**config.mk**
```make
export PLATFORM = sky130hd
export DESIGN_NAME = ffha_front
export DESIGN_NICKNAME = d
export VERILOG_FILES = /design/src/first_fit_heap_allocator_core_macros.svh /design/src/ffha_pkg.sv /design/src/ffha_front.sv
export SDC_FILE = /design/constraint.sdc
export NUM_CORES = 1
export LEC_CHECK = 0
export BUFFER_PORTS_ARGS = -buffer_cell sky130_fd_sc_hd__buf_2
export CORE_MARGIN = 2
export CORE_UTILIZATION = 52
export DETAILED_ROUTE_END_ITERATION = 12
export GPL_TIMING_DRIVEN = 0
export PLACE_DENSITY_LB_ADDON = 0.3
export SYNTH_ARGS = -nofsm -noshare
export SYNTH_HDL_FRONTEND = slang
export SYNTH_SLANG_ARGS = --single-unit
```
**constraint.sdc**
```tcl
create_clock -name vclk -period 3
set_input_delay 0 -clock vclk [all_inputs]
set_output_delay 0 -clock vclk [all_outputs]
set_load 0.005 [all_outputs]
```
**src/first_fit_heap_allocator_core_macros.svh**
```systemverilog
// Assertion macros shared by the allocator modules.
`ifndef FIRST_FIT_HEAP_ALLOCATOR_CORE_MACROS_SVH
`define FIRST_FIT_HEAP_ALLOCATOR_CORE_MACROS_SVH

// Same-cycle implication, checked on every rising edge outside reset.
`define FFHA_ASSERT_NOW(label, ante, cons) \
  label: assert property (@(posedge clk) disable iff (!rst_n) (ante) |-> (cons)) \
    else $error("ffha: same-cycle check failed");

// Next-cycle implication, checked on every rising edge outside reset.
`define FFHA_ASSERT_NEXT(label, ante, cons) \
  label: assert property (@(posedge clk) disable iff (!rst_n) (ante) |=> (cons)) \
    else $error("ffha: next-cycle check failed");

`endif

```
**src/ffha_pkg.sv**
```systemverilog
// Shared types and fixed constants of the first-fit heap allocator.
package ffha_pkg;

  localparam int KIND_W     = 2;
  localparam int REQ_W      = 13;
  localparam int ADDR_W     = 32;
  localparam int COUNT_W    = 11;
  localparam int OFFSET_W   = 13;
  // Rounded request size: up to 8196 bytes with the default 4-byte header.
  localparam int NEED_W     = 14;
  // Widest slot index over the supported heap sizes.
  localparam int MAX_SLOT_W = 18;
  localparam int QDEPTH     = 2;

  localparam logic [ADDR_W-1:0] HEAP_BASE_RESET = 32'd4096;

  localparam logic [KIND_W-1:0] KIND_ALLOC = 2'd0;
  localparam logic [KIND_W-1:0] KIND_FREE  = 2'd1;
  localparam logic [KIND_W-1:0] KIND_STATS = 2'd2;

  typedef enum logic [1:0] {
    OP_NOP,
    OP_ALLOC,
    OP_FREE,
    OP_STATS
  } op_t;

  typedef struct packed {
    op_t                   op;
    logic [NEED_W-1:0]     need;
    logic [MAX_SLOT_W-1:0] slot;
  } cmd_t;

  typedef struct packed {
    logic [ADDR_W-1:0]   granted_address;
    logic                granted;
    logic [COUNT_W-1:0]  block_count;
    logic [COUNT_W-1:0]  allocated_count;
    logic [OFFSET_W-1:0] frontier_offset;
  } res_t;

  typedef enum logic [2:0] {
    ST_IDLE = 3'b001,
    ST_WALK = 3'b010,
    ST_CUT  = 3'b100
  } state_t;

endpackage

```
**src/ffha_front.sv**
```systemverilog
// Front end: decodes a request into a command for the back end.
module ffha_front
  import ffha_pkg::*;
#(
  parameter int HEAP_BYTES   = 4096,
  parameter int HEADER_BYTES = 4
) (
  input  logic [KIND_W-1:0] kind,
  input  logic [REQ_W-1:0]  request_bytes,
  input  logic [ADDR_W-1:0] release_address,
  input  logic [ADDR_W-1:0] heap_base,
  output cmd_t              cmd
);

  localparam int FRONT_W = $clog2(HEAP_BYTES + 1);

  logic [NEED_W-1:0]  n_raw;
  logic [NEED_W-1:0]  need;
  logic [ADDR_W:0]    base_w;
  logic [ADDR_W:0]    rel_w;
  logic [ADDR_W:0]    end_w;
  logic               in_range;
  logic [ADDR_W-1:0]  off_full;
  logic [FRONT_W-1:0] off;
  logic [FRONT_W-1:0] hoff;
  logic               free_ok;

  // The size always grows by one to four bytes to the next multiple of four.
  assign n_raw = NEED_W'(request_bytes) + NEED_W'(HEADER_BYTES);
  assign need  = {n_raw[NEED_W-1:2] + (NEED_W-2)'(1), 2'b00};

  assign base_w   = {1'b0, heap_base};
  assign rel_w    = {1'b0, release_address};
  assign end_w    = base_w + (ADDR_W+1)'(HEAP_BYTES);
  assign in_range = (rel_w > base_w) && (rel_w < end_w);
  assign off_full = release_address - heap_base;
  assign off      = off_full[FRONT_W-1:0];
  assign hoff     = off - FRONT_W'(HEADER_BYTES);
  assign free_ok  = in_range && (off >= FRONT_W'(HEADER_BYTES)) && (hoff[1:0] == 2'b00);

  always_comb begin
    cmd      = '0;
    cmd.need = need;
    cmd.slot = MAX_SLOT_W'(hoff >> 2);
    case (kind)
      KIND_ALLOC: cmd.op = OP_ALLOC;
      KIND_FREE:  cmd.op = free_ok ? OP_FREE : OP_NOP;
      KIND_STATS: cmd.op = OP_STATS;
      default:    cmd.op = OP_NOP;
    endcase
  end

endmodule

```
* Word-level counts from Yosys, hierarchy flattened
Cells that the tools add are included.
** Storage, ports and cells
- Logic and storage cells :: 17
- Register bits :: 0
- Bits of input ports :: 79
- Output and inout port bits :: 34
** Operators by class
- Mux-type cells :: 2
- Add/sub/neg operators :: 5
- $lt $le $gt $ge :: 3
- Equal/unequal tests :: 2
- Reduce and logical (&&, ||, !) cells :: 5
** Operators with widths (count)
- adder 32 x 13 -> 33 bit (second input constant) :: 1
- less-than comparator 32 x 33 -> 1 bit :: 1
- > comparator 32 bit :: 1
- adder 13 x 3 -> 14 bit (second input constant) :: 1
- greater-or-equal comparator 13 x 3 -> 1 bit (second input constant) :: 1
- subtractor 13 bit :: 1
- subtractor 13 x 3 -> 13 bit (second input constant) :: 1
- adder 12 x 1 -> 12 bit (second input constant) :: 1
- one-hot mux 2 bit (3 select lines) :: 1
- logical NOT 2 bit :: 2
- logical AND 1 bit :: 3
- equality test 2 x 1 -> 1 bit (second input constant) :: 1
- equality test 2 bit (second input constant) :: 1
- 2-to-1 mux 2 bit :: 1

* Depth between registers and ports, before layout
Gate-level depths: netlist of the first run.
- Depth after elaboration :: 7
- Depth in mapped cells :: 14
- Mapped depth without buffers :: 14

* Worst setup path before layout of the first run
OpenSTA, ideal clock, no wires.
- Path kind :: input to output
- Start :: input port heap_base[16]
- End :: output port cmd[33] (netlist name)
- Arrival :: 2.558 ns
- Path slack :: 0.442 ns
- Stages on the path :: 13
- Buffers on the path :: 0
- Cells stage by stage :: and3_1 -> and2_1 -> and3_1 -> and3_1 -> nand2_1 -> xnor2_1 -> ha_1 -> and3_1 -> a221oi_1 -> o21ai_0 -> a211o_1 -> o31a_1 -> o32ai_1
** RTL lines
- start, declared :: RTL line ffha_front.sv:11 : input logic [ADDR_W-1:0] heap_base,
- end, declared :: RTL line ffha_front.sv:12 : output cmd_t cmd

==> results_dict.tcl, run 1 <==
set metrics [dict create \
    status "complete, no violations" \
    routed_wl_um 7367 \
    io_pins 113 \
    core-area_um2 5172 \
    post-route-min-period_ns 2.848 \
    crit_buf_inv 2 \
    hold_violations 0 \
    nNetsFinal 639 \
    pwr_density_cell_nw_per_um2 175.6 \
    netlist_instances 386 \
    synth_area_per_cell_um2 7.271 \
    dp_hpwl_um 6197 \
    pre_cts_ws_ns -0.2198 \
    hold_ws_ns 0.2719 \
    required_ns 3.00 \
    vias 3126 \
    hold_path.class "input port to primary output" \
    layout_commonest_cell "buf_2" \
    pwr-share-seq 0 \
    place_congestion 0.9323 \
    grt_max_degree 10 \
    setup_ws_ns 0.1518 \
    antenna_found_initial 0 \
    fin_crit_sh 0.9494 \
    slowest_delay_ns 0.32 \
    synth_top_area_frac 0.2586 \
    dp_cells 564 \
    yosysSeqAreaShare 0 \
    yosys.cell_types.count 64 \
    grt_usage 0.2366 \
    ir_drop_mv 0.1028 \
    yosysWarnings 0 \
    leakagePower_nw 1.819 \
    stdcell_area_um2 3532 \
    start_util 0.5426 \
    switchingPower_uw 333.2 \
    crit_path_end_kind "primary output" \
    dr.pass1.iters 4 \
    fp.dieW_um 77.47 \
    final_cell_mix "buf_2 (100), ha_1 (58), inv_1 (44)" \
    setup-violations-final 0 \
    core.rowCount 26 \
    clock.fmax_mhz 351.1 \
    globalRoute.totalOverflow 0 \
    syn_area_um2 2806 \
    maxSlewViolCount 0 \
    fin_tns_setup_ns 0 \
    stdcell_count 569 \
    die_area_um2 6001 \
    drive_above_1_share 0.2846 \
    ys_top_cells_by_area "ha_1 (26%), xnor2_1 (12%), inv_1 (5.9%)" \
    ant_nets 0 \
    utilization 0.6829 \
    postPlaceCellArea_um2 3425 \
    routedWlPerCell_um 12.95 \
    p_int_uw 287.1 \
    num-clock-buffers 0 \
    cp_top_family "compound AO/OA/AOI/OAI gates" \
    power.total_uw 620.3 \
    clkPwrFrac 0 \
    grt_pass1_vias 2938 \
    cp.arrival_ns 2.85 \
    drcViolationCount 0 \
    yosysTopAreaCell "ha_1" \
    critPathKind "input port to primary output" \
    seq_area_um2 0 \
    antennaDiodeCount 0 \
    synthToLayoutAreaGrowth_pct 25.86 \
    combPwrFrac 1.000 \
    slowest_stage "o31a_1" \
    hold_buffers 0 \
    path_cells "buf_2 > and3_4 > and3_4 > nand2_1 > nor2_2 > nand3_1 > xnor2_2 > ha_1 > a21o_1 > a221oi_2 > o21ai_1 > a211o_1 > o31a_1 > o32ai_2 > buf_2" \
    die_h_um 77.47 \
    port_buffers 100 \
    grt_pass1_wl_um 12320 \
    n_fill_cell 462 \
    via_per_inst 5.494 \
    numSequentialCells 0 \
    maxCapViolCount 0 \
    drt_iter0_markers 143 \
    crit_fanout 4 \
    multiInputGateArea_um2 2633 \
    startpoint_type "input port" \
    p_sw_frac 0.5371 \
]
[cell usage after synthesis, types with 2 or more instances]
| cell | instances |
|---|---|
| nor2_1 | 24 |
| a221oi_1 | 3 |
| nor3b_1 | 3 |
| and2_1 | 3 |
| a211oi_1 | 4 |
| nor2b_1 | 2 |
| a2111oi_4 | 2 |
| nand4_1 | 13 |
| nor4_1 | 4 |
| a221o_1 | 2 |
| mux2i_1 | 2 |
| o31ai_1 | 2 |
| nor3_1 | 6 |
| nand3_1 | 15 |
| and3_1 | 8 |
| ha_1 | 58 |
| a21o_1 | 9 |
| clkbuf_1 | 4 |
| buf_4 | 11 |
| o21ai_0 | 10 |
| nand2b_1 | 4 |
| a21oi_1 | 21 |
| or2_1 | 3 |
| o211ai_1 | 3 |
| o41ai_1 | 2 |
| o21bai_1 | 4 |
| o31a_1 | 4 |
| or3_1 | 2 |
| nand3b_1 | 2 |
| inv_1 | 44 |
| nand2_1 | 31 |
| xnor2_1 | 37 |
| xor2_1 | 13 |
[power groups by stage]
stage	Clock (mW)	Sequential, mW	Combinational (mW)
2_1_floorplan	0	0	0.396
3_3_place_gp	0	0	0.577
3_5_place_dp	0	0	0.593
4_1_cts	0	0	0.599
5_1_grt	0	0	0.692
6_report	0	0	0.620
[logic make-up after synthesis]
kind of cell               Yosys count  share of synthesized area
xor gates and xnor gates            51                     0.1618
adders and majority gates           59                     0.2657
buffers and inverters               61                    0.09674
and+or+nand+nor                    133                     0.2564
other                                1                   0.001336
muxes                                2                   0.007134
AOI/OAI and AO/OA                   79                     0.2109
[layer usage]
| metal | vias to the layer above | wire [µm] | GRT usage | part of all wire |
|---|---|---|---|---|
| li1 | 1601 | - | - | - |
| met1 | 1425 | 3304 | 0.3128 | 0.45 |
| met2 | 94 | 3578 | 0.4339 | 0.49 |
| met3 | 6 | 433 | 0.01977 | 0.059 |
| met4 | 0 | 51 | 0.01607 | 0.0069 |
| met5 | - | 0 | 0 | 0 |
[tightest hold or removal path, delay by kind of cell]
family                 cells  cell delay, ns
XOR/XNOR                   1            0.06
buffers and inverters      2            0.21
[repair_timing]
| item | 4_1_cts | 5_1_grt |
|---|---|---|
| setup buffers | 0 | 5 |
| endpoints found under the setup margin | 1 | 1 |
| gates resized for setup | 5 | 12 |
| pin swaps | 0 | 7 |
[cell type report]
| cell class | instances | share of cell area |
|---|---|---|
| plain buffers | 16 | 0.02905 |
| inverters | 45 | 0.04782 |
| multi-input cells | 333 | 0.7453 |
| well taps | 70 | 0.02480 |
| repair buffers | 105 | 0.1530 |
[final timing paths]
path | startpoint | to | slack (ns) | cells past startpoint
worst max-delay path | heap_base[18] | cmd[33] | 0.15 | 15
worst min-delay path | request_bytes[12] | cmd[30] | 0.27 | 3
No activity file was read; power rests on OpenSTA's default activity.
==> run 2: changes to the inputs <==
- CORE_ASPECT_RATIO: unset -> 1.1
- PLACE_DENSITY: unset -> 0.92
- PLACE_DENSITY_LB_ADDON: 0.3 -> unset
==> run 2 against run 1 <==
Highest routed layer unchanged. Critical path type unchanged. Cell count increased by 0.35%. Power decreased by 2.0%. Core utilization decreased by 2.1 points. Flip-flop and latch count unchanged. First-iteration DRC count decreased by 29%. Die area about the same. Wire length decreased by 4.0%. Setup slack got worse by 0.019 ns.
==> results_dict.tcl, run 2 (synthesis gave the netlist of run 1 again) <==
set metrics [dict create \
    multiInputGateArea_um2 2616 \
    drt_iter0_markers 102 \
    drcViolationCount 0 \
    pwr-share-seq 0 \
    p_int_uw 280.6 \
    min_from "request_bytes[12]" \
    fin_tns_setup_ns 0 \
    pre_cts_ws_ns -0.1691 \
    layout_commonest_cell "buf_2" \
    dr.pass1.iters 4 \
    slowest_stage "ha_1" \
    die_area_um2 6001 \
    grt_usage 0.2260 \
    slowest_delay_ns 0.32 \
    setup_ws_ns 0.1329 \
    routedWlPerCell_um 12.39 \
    dp_hpwl_um 6214 \
    maxCapViolCount 0 \
    seq_area_um2 0 \
    num-clock-buffers 0 \
    globalRoute.totalOverflow 0 \
    port_buffers 100 \
    stdcell_count 571 \
    hold_path.class "input port to primary output" \
    critPathKind "input port to primary output" \
    vias 3126 \
    highest_layer "met4" \
    die_h_um 81.05 \
    maxSlewViolCount 0 \
    cp.arrival_ns 2.87 \
    numSequentialCells 0 \
    place_congestion 0.8595 \
    nNetsFinal 636 \
    hold_buffers 0 \
    status "complete, no violations" \
    ant_nets 0 \
    core-area_um2 5290 \
    switchingPower_uw 327.2 \
    p_sw_frac 0.5383 \
    hold_violations 0 \
    startpoint_type "input port" \
    drive_above_1_share 0.2742 \
    start_util 0.5305 \
    leakagePower_nw 1.804 \
    crit_fanout 5 \
    pwr_density_cell_nw_per_um2 173.7 \
    routedLengthMet1_um 2987 \
    grt_max_degree 10 \
    crit_path_end_kind "primary output" \
    ir_drop_mv 0.07968 \
    required_ns 3.00 \
    setup-violations-final 0 \
    met2_length_um 3569 \
    clkPwrFrac 0 \
    clock.fmax_mhz 348.8 \
    dp_cells 569 \
    hold_ws_ns 0.2785 \
    antenna_found_initial 0 \
    final_cell_mix "buf_2 (100), ha_1 (58), inv_1 (44)" \
    power.total_uw 607.8 \
    antennaDiodeCount 0 \
    wl_met3_um 464 \
    crit_path_frequent_cell "and3_4" \
    via_per_inst 5.475 \
    grt_pass1_vias 2871 \
    combPwrFrac 1.000 \
    fin_crit_sh 0.9557 \
    path_cells "buf_4 > and3_4 > and2_4 > and3_4 > and3_4 > nand2_1 > xnor2_2 > ha_1 > and3_4 > a221oi_1 > o21ai_1 > a211o_1 > o31a_1 > o32ai_2 > buf_2" \
    core.rowCount 28 \
    synthToLayoutAreaGrowth_pct 24.70 \
    grt_pass1_wl_um 11520 \
    n_fill_cell 438 \
    fp.dieW_um 74.05 \
    crit_start "heap_base[14]" \
    routed_wl_um 7074 \
    io_pins 113 \
    post-route-min-period_ns 2.867 \
]
-- run 2: critical path: cells and delay by family --
family | cells | cell delay [ns]
XOR/XNOR | 1 | 0.14
adder cells (fa/ha/maj) | 1 | 0.32
buffers and inverters | 2 | 0.27
AND/OR/NAND/NOR | 6 | 1.04
AO/OA/AOI/OAI | 5 | 1.11
-- run 2: repair_timing --
item,CTS,global route
gates resized for setup,4,8
buffers inserted,0,2
gates cloned,0,0
setup endpoints to repair,1,1
pin swaps,0,3
-- run 2: through the flow --
step | area [µm²] | utilization
floorplan | 2836 | -
global placement | 3431 | 0.6485
detailed placement | 3431 | 0.6485
CTS | 3443 | 0.6509
global route | 3500 | 0.6615
finish | 3500 | 0.6615
-- run 2: metal layers --
layer  global-route usage  up-vias
li1                     -     1593
met1               0.2701     1425
met2               0.4393      102
met3              0.02233        6
met4              0.02545        0
met5                    0        -
-- run 2: cell type report --
class | instances | share of cell area
Multi-Input combinational cell | 333 | 0.7476
Timing Repair Buffer | 102 | 0.1480
Inverter | 45 | 0.04827
Buffer | 16 | 0.02932
Tap cell | 75 | 0.02681
-- run 2: final timing paths --
check	end	cells past startpoint
setup / recovery	cmd[33]	15
hold / removal	cmd[30]	3
-- run 2: power groups by stage --
stage / clock network, mW / registers [mW] / logic [mW]
global route: 0 / 0 / 0.681
detailed placement: 0 / 0 / 0.590
finish: 0 / 0 / 0.608
floorplan: 0 / 0 / 0.396
global placement: 0 / 0 / 0.571
CTS: 0 / 0 / 0.595
