**src/first_fit_heap_allocator_core_macros.svh**
```systemverilog
// Assertion macros shared by the allocator modules.
`ifndef FIRST_FIT_HEAP_ALLOCATOR_CORE_MACROS_SVH
`define FIRST_FIT_HEAP_ALLOCATOR_CORE_MACROS_SVH

// Same-cycle implication, checked on every rising edge outside reset.
`define FFHA_ASSERT_NOW(label, ante, cons) \
  label: assert property (@(posedge clk) disable iff (!rst_n) (ante) |-> (cons)) \
    else $error("ffha: same-cycle check failed");

// Next-cycle implication, checked on every rising edge outside reset.
`define FFHA_ASSERT_NEXT(label, ante, cons) \
  label: assert property (@(posedge clk) disable iff (!rst_n) (ante) |=> (cons)) \
    else $error("ffha: next-cycle check failed");

`endif

```
**src/ffha_pkg.sv**
```systemverilog
// Shared types and fixed constants of the first-fit heap allocator.
package ffha_pkg;

  localparam int KIND_W     = 2;
  localparam int REQ_W      = 13;
  localparam int ADDR_W     = 32;
  localparam int COUNT_W    = 11;
  localparam int OFFSET_W   = 13;
  // Rounded request size: up to 8196 bytes with the default 4-byte header.
  localparam int NEED_W     = 14;
  // Widest slot index over the supported heap sizes.
  localparam int MAX_SLOT_W = 18;
  localparam int QDEPTH     = 2;

  localparam logic [ADDR_W-1:0] HEAP_BASE_RESET = 32'd4096;

  localparam logic [KIND_W-1:0] KIND_ALLOC = 2'd0;
  localparam logic [KIND_W-1:0] KIND_FREE  = 2'd1;
  localparam logic [KIND_W-1:0] KIND_STATS = 2'd2;

  typedef enum logic [1:0] {
    OP_NOP,
    OP_ALLOC,
    OP_FREE,
    OP_STATS
  } op_t;

  typedef struct packed {
    op_t                   op;
    logic [NEED_W-1:0]     need;
    logic [MAX_SLOT_W-1:0] slot;
  } cmd_t;

  typedef struct packed {
    logic [ADDR_W-1:0]   granted_address;
    logic                granted;
    logic [COUNT_W-1:0]  block_count;
    logic [COUNT_W-1:0]  allocated_count;
    logic [OFFSET_W-1:0] frontier_offset;
  } res_t;

  typedef enum logic [2:0] {
    ST_IDLE = 3'b001,
    ST_WALK = 3'b010,
    ST_CUT  = 3'b100
  } state_t;

endpackage

```
**src/ffha_cmdq.sv**
```systemverilog
// Two-entry command queue between the front end and the back end.
module ffha_cmdq
  import ffha_pkg::*;
(
  input  logic clk,
  input  logic rst_n,
  input  logic push,
  input  cmd_t push_cmd,
  input  logic pop,
  output logic full,
  output logic not_empty,
  output cmd_t head_cmd
);

  localparam int PTR_W = $clog2(QDEPTH);
  localparam int CNT_W = $clog2(QDEPTH + 1);

  cmd_t             entry_r [QDEPTH];
  logic [PTR_W-1:0] wr_ptr_r, wr_ptr_nxt;
  logic [PTR_W-1:0] rd_ptr_r, rd_ptr_nxt;
  logic [CNT_W-1:0] count_r, count_nxt;

  assign full      = (count_r == CNT_W'(QDEPTH));
  assign not_empty = (count_r != '0);
  assign head_cmd  = entry_r[rd_ptr_r];

  always_comb begin
    wr_ptr_nxt = push ? wr_ptr_r + PTR_W'(1) : wr_ptr_r;
    rd_ptr_nxt = pop ? rd_ptr_r + PTR_W'(1) : rd_ptr_r;
    count_nxt  = count_r + CNT_W'(push) - CNT_W'(pop);
  end

  always_ff @(posedge clk) begin
    if (!rst_n) begin
      wr_ptr_r <= '0;
      rd_ptr_r <= '0;
      count_r  <= '0;
    end else begin
      wr_ptr_r <= wr_ptr_nxt;
      rd_ptr_r <= rd_ptr_nxt;
      count_r  <= count_nxt;
    end
  end

  always_ff @(posedge clk) begin
    if (push) begin
      entry_r[wr_ptr_r] <= push_cmd;
    end
  end

`include "first_fit_heap_allocator_core_macros.svh"

  `FFHA_ASSERT_NOW(a_no_pop_when_empty, pop, count_r != '0)
  `FFHA_ASSERT_NOW(a_no_push_when_full, count_r == CNT_W'(QDEPTH), !push)

endmodule

```
**config.mk**
```make
export PLATFORM = sky130hd
export DESIGN_NAME = ffha_cmdq
export DESIGN_NICKNAME = d
export VERILOG_FILES = /design/src/ffha_pkg.sv /design/src/ffha_cmdq.sv
export VERILOG_INCLUDE_DIRS = /design/src /design/src/src
export SDC_FILE = /design/constraint.sdc
export NUM_CORES = 1
export LEC_CHECK = 0
export BUFFER_PORTS_ARGS = -buffer_cell sky130_fd_sc_hd__buf_2
export CAP_MARGIN = 20
export CORE_AREA = 4 4 103 105
export CTS_CLUSTER_SIZE = 25
export DETAILED_ROUTE_END_ITERATION = 6
export DIE_AREA = 0 0 107 109
export GPL_ROUTABILITY_DRIVEN = 0
export SYNTH_ARGS = -nofsm -noshare
export SYNTH_HDL_FRONTEND = slang
export SYNTH_SLANG_ARGS = --single-unit
```
**constraint.sdc**
```tcl
create_clock -name clk -period 2.8 [get_ports clk]
set_input_delay 0.28 -clock clk [delete_from_list [all_inputs] [get_ports clk]]
set_output_delay 0.28 -clock clk [all_outputs]
set_load 0.005 [all_outputs]
```
# After elaboration in Yosys (flattened, before gate mapping)
# Memories as Yosys holds them, arrays and structs flattened. A register that Yosys moved wholly into a read port is not among the register bits.
# Cells that the tools add are included.
# classes
muxes,4
reduce_logical,1
addsub,4
n_eq_ne,1
# op_table
op,n
1-bit two-way mux,4
1-bit adder (second input constant),2
2-bit by 1-bit adder with 2-bit output,1
2-bit == test (second input constant),1
2-bit nonzero test,1
2-bit by 1-bit subtractor with 2-bit output,1
# word_totals
ramBits,68
in_bits,38
ff_bits,4
mem_count,1
# memory_table
name,depth,width,rd,rd_ports_with_merged_regs,write_ports,line_no,rtl
entry_r,2,34,1,1,1,ffha_cmdq.sv:18,cmd_t entry_r [QDEPTH];

# Logic depth before layout (Yosys ltp)
# Gate-level depths: netlist of the first run.
# logic_depth
word_depth,3
ltp_mapped,6

# Worst setup path before layout of the first run
# OpenSTA, ideal clock, no wires.
# synth_path
path_kind,flip-flop to flip-flop
from,reg wr_ptr_r
to,mem entry_r[0][0] in the netlist's numbering (enable)
setup_slack_ns,0.506
arrival_time_ns,1.864
stages_incl_launch_ff,2
period_less_slack_ns,2.294
n_path_buf,0
setup_time_ns,0.430
cell_sequence,dfxtp_1 nor2b_1
# synth_lines
element,line_no,rtl
start: declaration,ffha_cmdq.sv:19,"logic [PTR_W-1:0] wr_ptr_r, wr_ptr_nxt;"
start signal: assignment,ffha_cmdq.sv:39,wr_ptr_r <= wr_ptr_nxt;
end: declaration,ffha_cmdq.sv:18,
# No word-level cell before the write port.

==> reports/results.tsv, run 1 <==
metric	value	unit
ctsHoldBuffers	0	
place_worst_setup_slack	1.07	ns
routedWlPerCell	14.2	µm
cp_max_fo	19	
ys_ff_latch	73	
relSlewSlack	42.6	%
worst_slack	0.733	ns
fmax	484	MHz
finalCritPeriodShare	73.8	%
areaGrowthSynthToFinish	24.1	%
grt_pass1_wl	7410	µm
status	complete, no violations	
h-tree-depth	3	
hold_viol	0	
fillCellCount	925	
fin_skew	0.00548	ns
drtIter0Drc	43	
die_y	109	µm
grt_use_total	8.90	%
antenna_cells	0	
io_pins	74	
tightest_slew	0.860	ns
setup_violations	0	
synthesis.nets	167	
clk_latency	0.34	ns
dr.pass1.iters	3	
grt_remaining_overflow	0	
mostFrequentLayoutCells	buf_2 (73), edfxtp_1 (68), mux2_4 (30), clkbuf_8 (9)	
critical-path-top-delay-family	flip-flops	
drt_drc_violations_left	0	
start_util	29.4	%
rsz0062_at_grt	no	
drive_gt1_share	59.8	%
detailedPlacementHpwl	3310	µm
numCtsBuffers	9	
min_period	2.07	ns
stdcell_area	3520	µm²
multiInputGateArea	624	µm²
cap_violations	0	
cp-start-kind	register	
power.leakage	0.00140	µW
syn_avg_cell_area	22.3	µm²
yosysSeqAreaShare	75.5	%
clkTransAtPathRegs	0.07	ns
clockBufferDepth	2	
routed_via_density	3.96	
post_cts_resize_count	0	
wl	4940	µm
final-seq-area	2140	µm²
ant_nets	0	
final_core_util	36.5	%
p_per_area	665	nW/µm²
slowest_stage	dfxtp_2	
hold_path.class	input port to register	
post_cts_buffers	0	
vdd_drop_max	0.195	mV
rows	36	
maxSlewViolCount	0	
cp_cell_sequence	buf_12, mux2_2, buf_2	
placed_area	3330	µm²
finalSetupTns	0	ns
slowest_delay	0.70	ns
cts_root_buffer	clkbuf_8	
fp.dieW	107	µm
coreArea	9640	µm²
antenna_found_initial	0	
port_buffers	73	
netlist_instances	127	
cp.required	2.52	ns
syn-cell-area	2840	µm²
cts_tree	yes	
grt_max_degree	36	
ys_warn_count	0	
path_buf_inv	2	
die_area	11700	µm²
mostFrequentLayoutCell	buf_2	
via_count	1373	
nets	249	
yosysUniqueCellTypes	14	
grt_pass1_vias	1483	
clock-sinks	73	
cp-end-kind	output port	
crit_arrival	1.79	ns
crit_type	register to output port	
-- synthesized netlist by cell type (all sizes together) --
master	count	area (µm²)
nor2b	4	25.0
and2	4	25.0
buf	4	71.3
ha	2	25.0
edfxtp	68	2040
o21a	1	7.51
mux2	34	495
inv	2	7.51
xnor3	1	22.5
or2	1	6.26
xor2	1	8.76
dfxtp	5	100
-- through the flow --
stage / instances / hold WS (ns) / total power, µW
2_1_floorplan: 127 / 0.379 / 1490
3_3_place_gp: 331 / 0.469 / 1590
3_5_place_dp: 331 / 0.472 / 1600
4_1_cts: 347 / 0.0947 / 2380
5_1_grt: 347 / 0.0955 / 2460
6_report: 347 / 0.119 / 2340
-- report_power, final --
| group | internal (µW) | total (µW) | switching [µW] | leakage (µW) |
|---|---|---|---|---|
| clock | 407 | 780 | 373 | 0.0000998 |
| sequential | 1260 | 1290 | 31.0 | 0.000680 |
| combinational | 165 | 272 | 106 | 0.000616 |
| total | 1830 | 2340 | 510 | 0.00140 |
-- sequential cells by signal (all words and copies together) (netlist names), named ones only --
register and count:
entry_r 68, rd_ptr_r 1, count_r 2, wr_ptr_r 1
-- routing by layer --
metal	part of all wire, %	global-route usage, %
met3	5.4	2.72
met4	3.1	6.85
met2	50	14.8
met1	41	9.47
met5	0	0
-- final timing paths --
kind	endpoint	startpoint	slack [ns]	cells after the start
setup / recovery	head_cmd[23]	register	0.73	3
hold / removal	entry_r[1][26]	push_cmd[26]	0.12	1
setup reg to reg	entry_r[1][25]	wr_ptr_r	1.30	1
hold reg to reg	register	rd_ptr_r	0.58	2
-- layout make-up --
class	instances	area share (%)
Multi-Input combinational cell	48	17.7
Inverter	2	0.213
Timing Repair Buffer	75	11.2
Clock buffer	10	3.62
Clock inverter	6	1.67
Sequential cell	73	60.9
Tap cell	133	4.73
-- kinds of logic after synthesis --
family | after synthesis | synth area share, %
flip-flops | 73 | 75.5
adder cells (fa/ha/maj) | 2 | 0.882
AO/OA/AOI/OAI | 1 | 0.265
multiplexers | 34 | 17.5
XOR/XNOR | 2 | 1.10
AND/OR/NAND/NOR | 9 | 1.98
buffers and inverters | 6 | 2.78
(Power assumes the default switching activity.)
==> run 2, diff against run 1 <==
Clock period 2.8 ns to 2.05 ns, I/O delays scaled along.
==> run 2 against run 1 <==
Critical path depth is the same. Combinational power rose by 44%. Cell count unchanged. Via count is 0.87% higher. Die area did not move. Power rose by 31%. Cell area down 0.18%. Register-to-register slack lost 0.54 ns. Sequential power up 36%. Setup slack lost 0.32 ns. Non-clock buffer count is 1 higher. Worst hold slack lost 0.067 ns. Critical endpoint is now head_cmd[22]. Largest cell class unchanged. Highest routed layer unchanged.
==> reports/results.tsv, run 2 (synthesis gave the netlist of run 1 again) <==
metric	value	unit	change
finalSetupTns	0	ns	unchanged
final-seq-area	2140	µm²	unchanged
clockBufferDepth	2		unchanged
maxSlewViolCount	0		unchanged
cp_cell_sequence	buf_12, mux2_2, buf_2		
min_period	1.64	ns	
rows	36		unchanged
dr.pass1.iters	4		+1
vdd_drop_max	0.291	mV	+49%
drtIter0Drc	38		-12%
finalCritPeriodShare	79.9	%	
die_area	11700	µm²	unchanged
via_count	1385		+0.87%
routed_via_density	3.99		+0.87%
h-tree-depth	3		unchanged
fmax	611	MHz	
cts_root_buffer	clkbuf_8		
clk_latency	0.34	ns	about the same
mostFrequentLayoutCells	buf_2 (73), edfxtp_1 (68), mux2_4 (30), clkbuf_8 (9)		
slowest_stage	mux2_2		
multiInputGateArea	624	µm²	unchanged
nets	250		+0.40%
m1WireLength	2000	µm	-2.0%
grt_remaining_overflow	0		unchanged
fp.dieW	107	µm	unchanged
post_cts_buffers	0		unchanged
relSlewSlack	69.6	%	+27 points
mostFrequentLayoutCell	buf_2		
ctsHoldBuffers	0		unchanged
hold_path.class	input port to register		
wl	4720	µm	-4.3%
io_pins	74		unchanged
regMostFlops	entry_r		
p_per_area	871	nW/µm²	+31%
status	complete, no violations		
tightest_slew	0.455	ns	-0.405 ns
routedWlPerCell	13.6	µm	-4.3%
fillCellCount	927		+0.22%
hold_viol	0		unchanged
total_power	3060	µW	+31%
areaGrowthSynthToFinish	23.9	%	
antenna_found_initial	0		unchanged
grt_pass1_vias	1399		-5.7%
cp-end-kind	output port		
path_buf_inv	2		unchanged
worst_slack	0.413	ns	-0.320 ns
clock-sinks	73		unchanged
place_worst_setup_slack	0.731	ns	-0.336 ns
clkTransAtPathRegs	0.08	ns	about the same
crit_type	register to output port		
fin_skew	0.0129	ns	+0.00739 ns
die_y	109	µm	unchanged
largest_registers	entry_r x68, count_r x2		
cp_max_fo	34		+15
rsz0062_at_grt	no		
cp-start-kind	register		
final_core_util	36.5	%	-0.065 points
slowest_delay	0.37	ns	-0.33 ns
wl_met3	362	µm	+35%
coreArea	9640	µm²	unchanged
ant_nets	0		unchanged
crit_arrival	1.43	ns	-0.36 ns
detailedPlacementHpwl	3190	µm	-3.7%
grt_pass1_wl	7060	µm	-4.8%
place_inst	332		+0.30%
grt_max_degree	35		-2.8%
power.leakage	0.00139	µW	-0.48%
stdcell_count	347		unchanged
critical-path-top-delay-family	buffers and inverters		
grt_use_total	8.20	%	-0.70 points
cap_violations	0		unchanged
drive_gt1_share	60.3	%	+0.47 points
post_cts_resize_count	0		unchanged
largest_reg_flops	68		unchanged
cp.required	1.85	ns	-0.67 ns
port_buffers	73		unchanged
setup_violations	0		unchanged
drt_drc_violations_left	0		unchanged
routed.top_layer	met4		
numCtsBuffers	9		unchanged
start_util	29.4	%	unchanged
antenna_cells	0		unchanged
cts_tree	yes		
wl_met2	2300	µm	-6.8%
## run 2: final cells by class
cell class	count	area share, %
sequential	73	61.0
multi-input combinational	48	17.8
timing repair buffer	76	11.7
tap	133	4.73
clock buffer	9	3.52
clock inverter	6	1.03
inverter	2	0.214
## run 2: per-layer routing
layer,up-vias,global-route usage (%)
li1,653,-
met1,679,9.42
met2,47,13.1
met3,6,3.91
met4,0,3.56
met5,-,0
## run 2: final timing paths
kind                                        to  depth (start not counted)          from  slack [ns]
worst max-delay path              head_cmd[22]                          3      register        0.41
worst min-delay path            entry_r[1][20]                          1  push_cmd[20]        0.05
worst max register to register  entry_r[1][28]                          2      wr_ptr_r        0.76
worst min register to register        register                          2      rd_ptr_r        0.58
## run 2: worst register-to-register path: cells and delay by family (launching register included)
| family | cells | cell delay [ns] |
|---|---|---|
| buf+inv | 1 | 0.23 |
| flops | 1 | 0.38 |
| simple gates | 1 | 0.39 |
## run 2: where the power goes
| group | internal (µW) | switching [µW] |
|---|---|---|
| Sequential | 1720 | 25.9 |
| Combinational | 230 | 162 |
| Clock | 425 | 497 |
## run 2: metrics by stage
stage / hold slack [ns] / cell area (µm²)
floorplan: 0.304 / 2840
finish: 0.0517 / 3510
global placement: 0.394 / 3350
CTS: 0.0303 / 3510
detailed placement: 0.398 / 3350
global route: 0.0278 / 3510
==> run 3, diff against run 2 <==
Clock period 2.05 ns to 1.37 ns, I/O delays scaled along.
==> run 3 against run 2 <==
The flow now finishes with violations (setup timing). Worst hold slack gained 0.0083 ns. First-iteration DRC count shrank 7.9%. Clock-buffer cell count grew 2. Core utilization grew 6.2 points. Cell count grew 11%. Global-route usage grew 1.8 points. Setup slack lost 0.58 ns. Register-to-register slack lost 0.60 ns. Critical endpoint is now head_cmd[26]. Largest power group unchanged.
==> reports/results.tsv, run 3 (synthesis gave the netlist of run 1 again) <==
metric	value	unit	change
clock-sinks	73		unchanged
port_buffers	73		unchanged
die_area	11700	µm²	unchanged
maxSlewViolCount	0		unchanged
slowest_delay	0.37	ns	about the same
cp-start-kind	register		
power.leakage	0.00163	µW	+18%
grt_use_total	9.98	%	+1.8 points
die_y	109	µm	unchanged
fin_skew	0.00401	ns	-0.00886 ns
min_period	1.53	ns	
placed_area	3370	µm²	+0.60%
dr.pass1.iters	4		unchanged
fillCellCount	882		-4.9%
multiInputGateArea	639	µm²	+2.4%
grt_pass1_wl	8610	µm	+22%
place_worst_setup_slack	0.154	ns	-0.576 ns
crit_arrival	1.40	ns	-0.03 ns
grt_pass1_vias	1693		+21%
grt_max_degree	35		unchanged
cp.required	1.23	ns	-0.62 ns
setup_violations	34		+34
cp-end-kind	output port		
rsz0062_at_grt	yes		
detailedPlacementHpwl	3320	µm	+4.3%
violations	setup timing		
drive_gt1_share	51.6	%	-8.7 points
final-seq-area	2150	µm²	+0.12%
antenna_found_initial	0		unchanged
final_core_util	42.7	%	+6.2 points
routedWlPerCell	14.0	µm	+3.0%
io_pins	74		unchanged
largest_reg_flops	68		unchanged
slowest_stage	dfxtp_4		
hold_path.class	input port to register		
coreArea	9640	µm²	unchanged
cp_max_fo	6		-82%
tightest_slew	0.210	ns	-0.245 ns
relSlewSlack	86.0	%	+16 points
grt_remaining_overflow	0		unchanged
cap_violations	0		unchanged
cts_tree	yes		
clkTransAtPathRegs	0.07	ns	about the same
numCtsBuffers	9		unchanged
crit_type	register to output port		
start_util	29.4	%	unchanged
cp_cell_sequence	buf_12, buf_16, mux2_4, buf_6		
regMostFlops	entry_r		
fp.dieW	107	µm	unchanged
hold_viol	0		unchanged
stdcell_area	4110	µm²	+17%
worst_slack	-0.164	ns	-0.577 ns
cts_root_buffer	clkbuf_8		
rows	36		unchanged
mostFrequentLayoutCells	edfxtp_1 (68), buf_2 (49), mux2_4 (34), dlygate4sd3_1 (34), buf_6 (25)		
ant_nets	0		unchanged
finalCritPeriodShare	112	%	
largest_registers	entry_r x68, count_r x2		
via_count	1562		+13%
h-tree-depth	3		unchanged
p_per_area	1170	nW/µm²	+34%
drtIter0Drc	35		-7.9%
clockBufferDepth	2		unchanged
whs	0.0600	ns	+0.00829 ns
mostFrequentLayoutCell	edfxtp_1		
routed_via_density	4.06		+1.6%
nets	288		+15%
fmax	652	MHz	
areaGrowthSynthToFinish	45.0	%	
antenna_cells	0		unchanged
clk_latency	0.33	ns	about the same
drt_drc_violations_left	0		unchanged
status	finished with violations		
total_power	4810	µW	+57%
vdd_drop_max	0.365	mV	+26%
wl	5400	µm	+14%
-- run 3: changes by cell type in the layout (fill, tap and decap cells not counted), sizes merged --
cell,previous run,this run
clkinv,5,3
buf,76,80
clkbuf,9,11
dlygate4sd3,0,34
-- run 3: worst paths after layout --
| path | startpoint | end | slack, ns | depth (start not counted) |
|---|---|---|---|---|
| worst min-delay path | rst_n | wr_ptr_r | 0.06 | 2 |
| worst min register to register | rd_ptr_r | register | 0.58 | 2 |
| worst max-delay path | register | head_cmd[26] | -0.16 | 4 |
| worst max register to register | count_r[0] | count_r[1] | 0.16 | 6 |
-- run 3: timing repair --
item,in CTS,in global routing
hold endpoints to repair,68,0
hold buffers,34,0
buffers inserted,1,0
gates cloned,2,0
pin swaps,0,0
resized for setup,32,0
endpoints found under the setup margin,34,34
-- run 3: where the power goes --
part | switching, µW | leakage [µW] | internal, µW | total, µW
clock network | 713 | 0.0000766 | 635 | 1350
logic | 293 | 0.000875 | 547 | 840
registers | 42.9 | 0.000680 | 2570 | 2620
-- run 3: layout make-up --
cell class | instances | area share (%)
Timing Repair Buffer | 114 | 24.4
Clock buffer | 11 | 3.19
Multi-Input combinational cell | 48 | 15.5
Clock inverter | 4 | 0.517
Inverter | 2 | 0.182
Tap cell | 133 | 4.05
Sequential cell | 73 | 52.2
-- run 3: metrics by stage --
step | setup TNS, ns | instances
2_1_floorplan | 0 | 127
3_3_place_gp | 0 | 333
3_5_place_dp | 0 | 333
4_1_cts | -5.27 | 385
5_1_grt | -6.02 | 385
6_report | -4.12 | 385
-- run 3: critical path: cells and delay by family, from the launching register on --
family | cells | cell delay, ns
muxes | 1 | 0.30
DFF | 1 | 0.37
buffers and inverters | 3 | 0.40
-- run 3: per-layer routing --
layer	up-vias	part of all wire (%)	GRT usage [%]
met2	53	50	17.0
met5	-	0	0
met3	8	6.1	3.08
met4	0	1.8	5.48
li1	732	-	-
met1	769	42	11.2
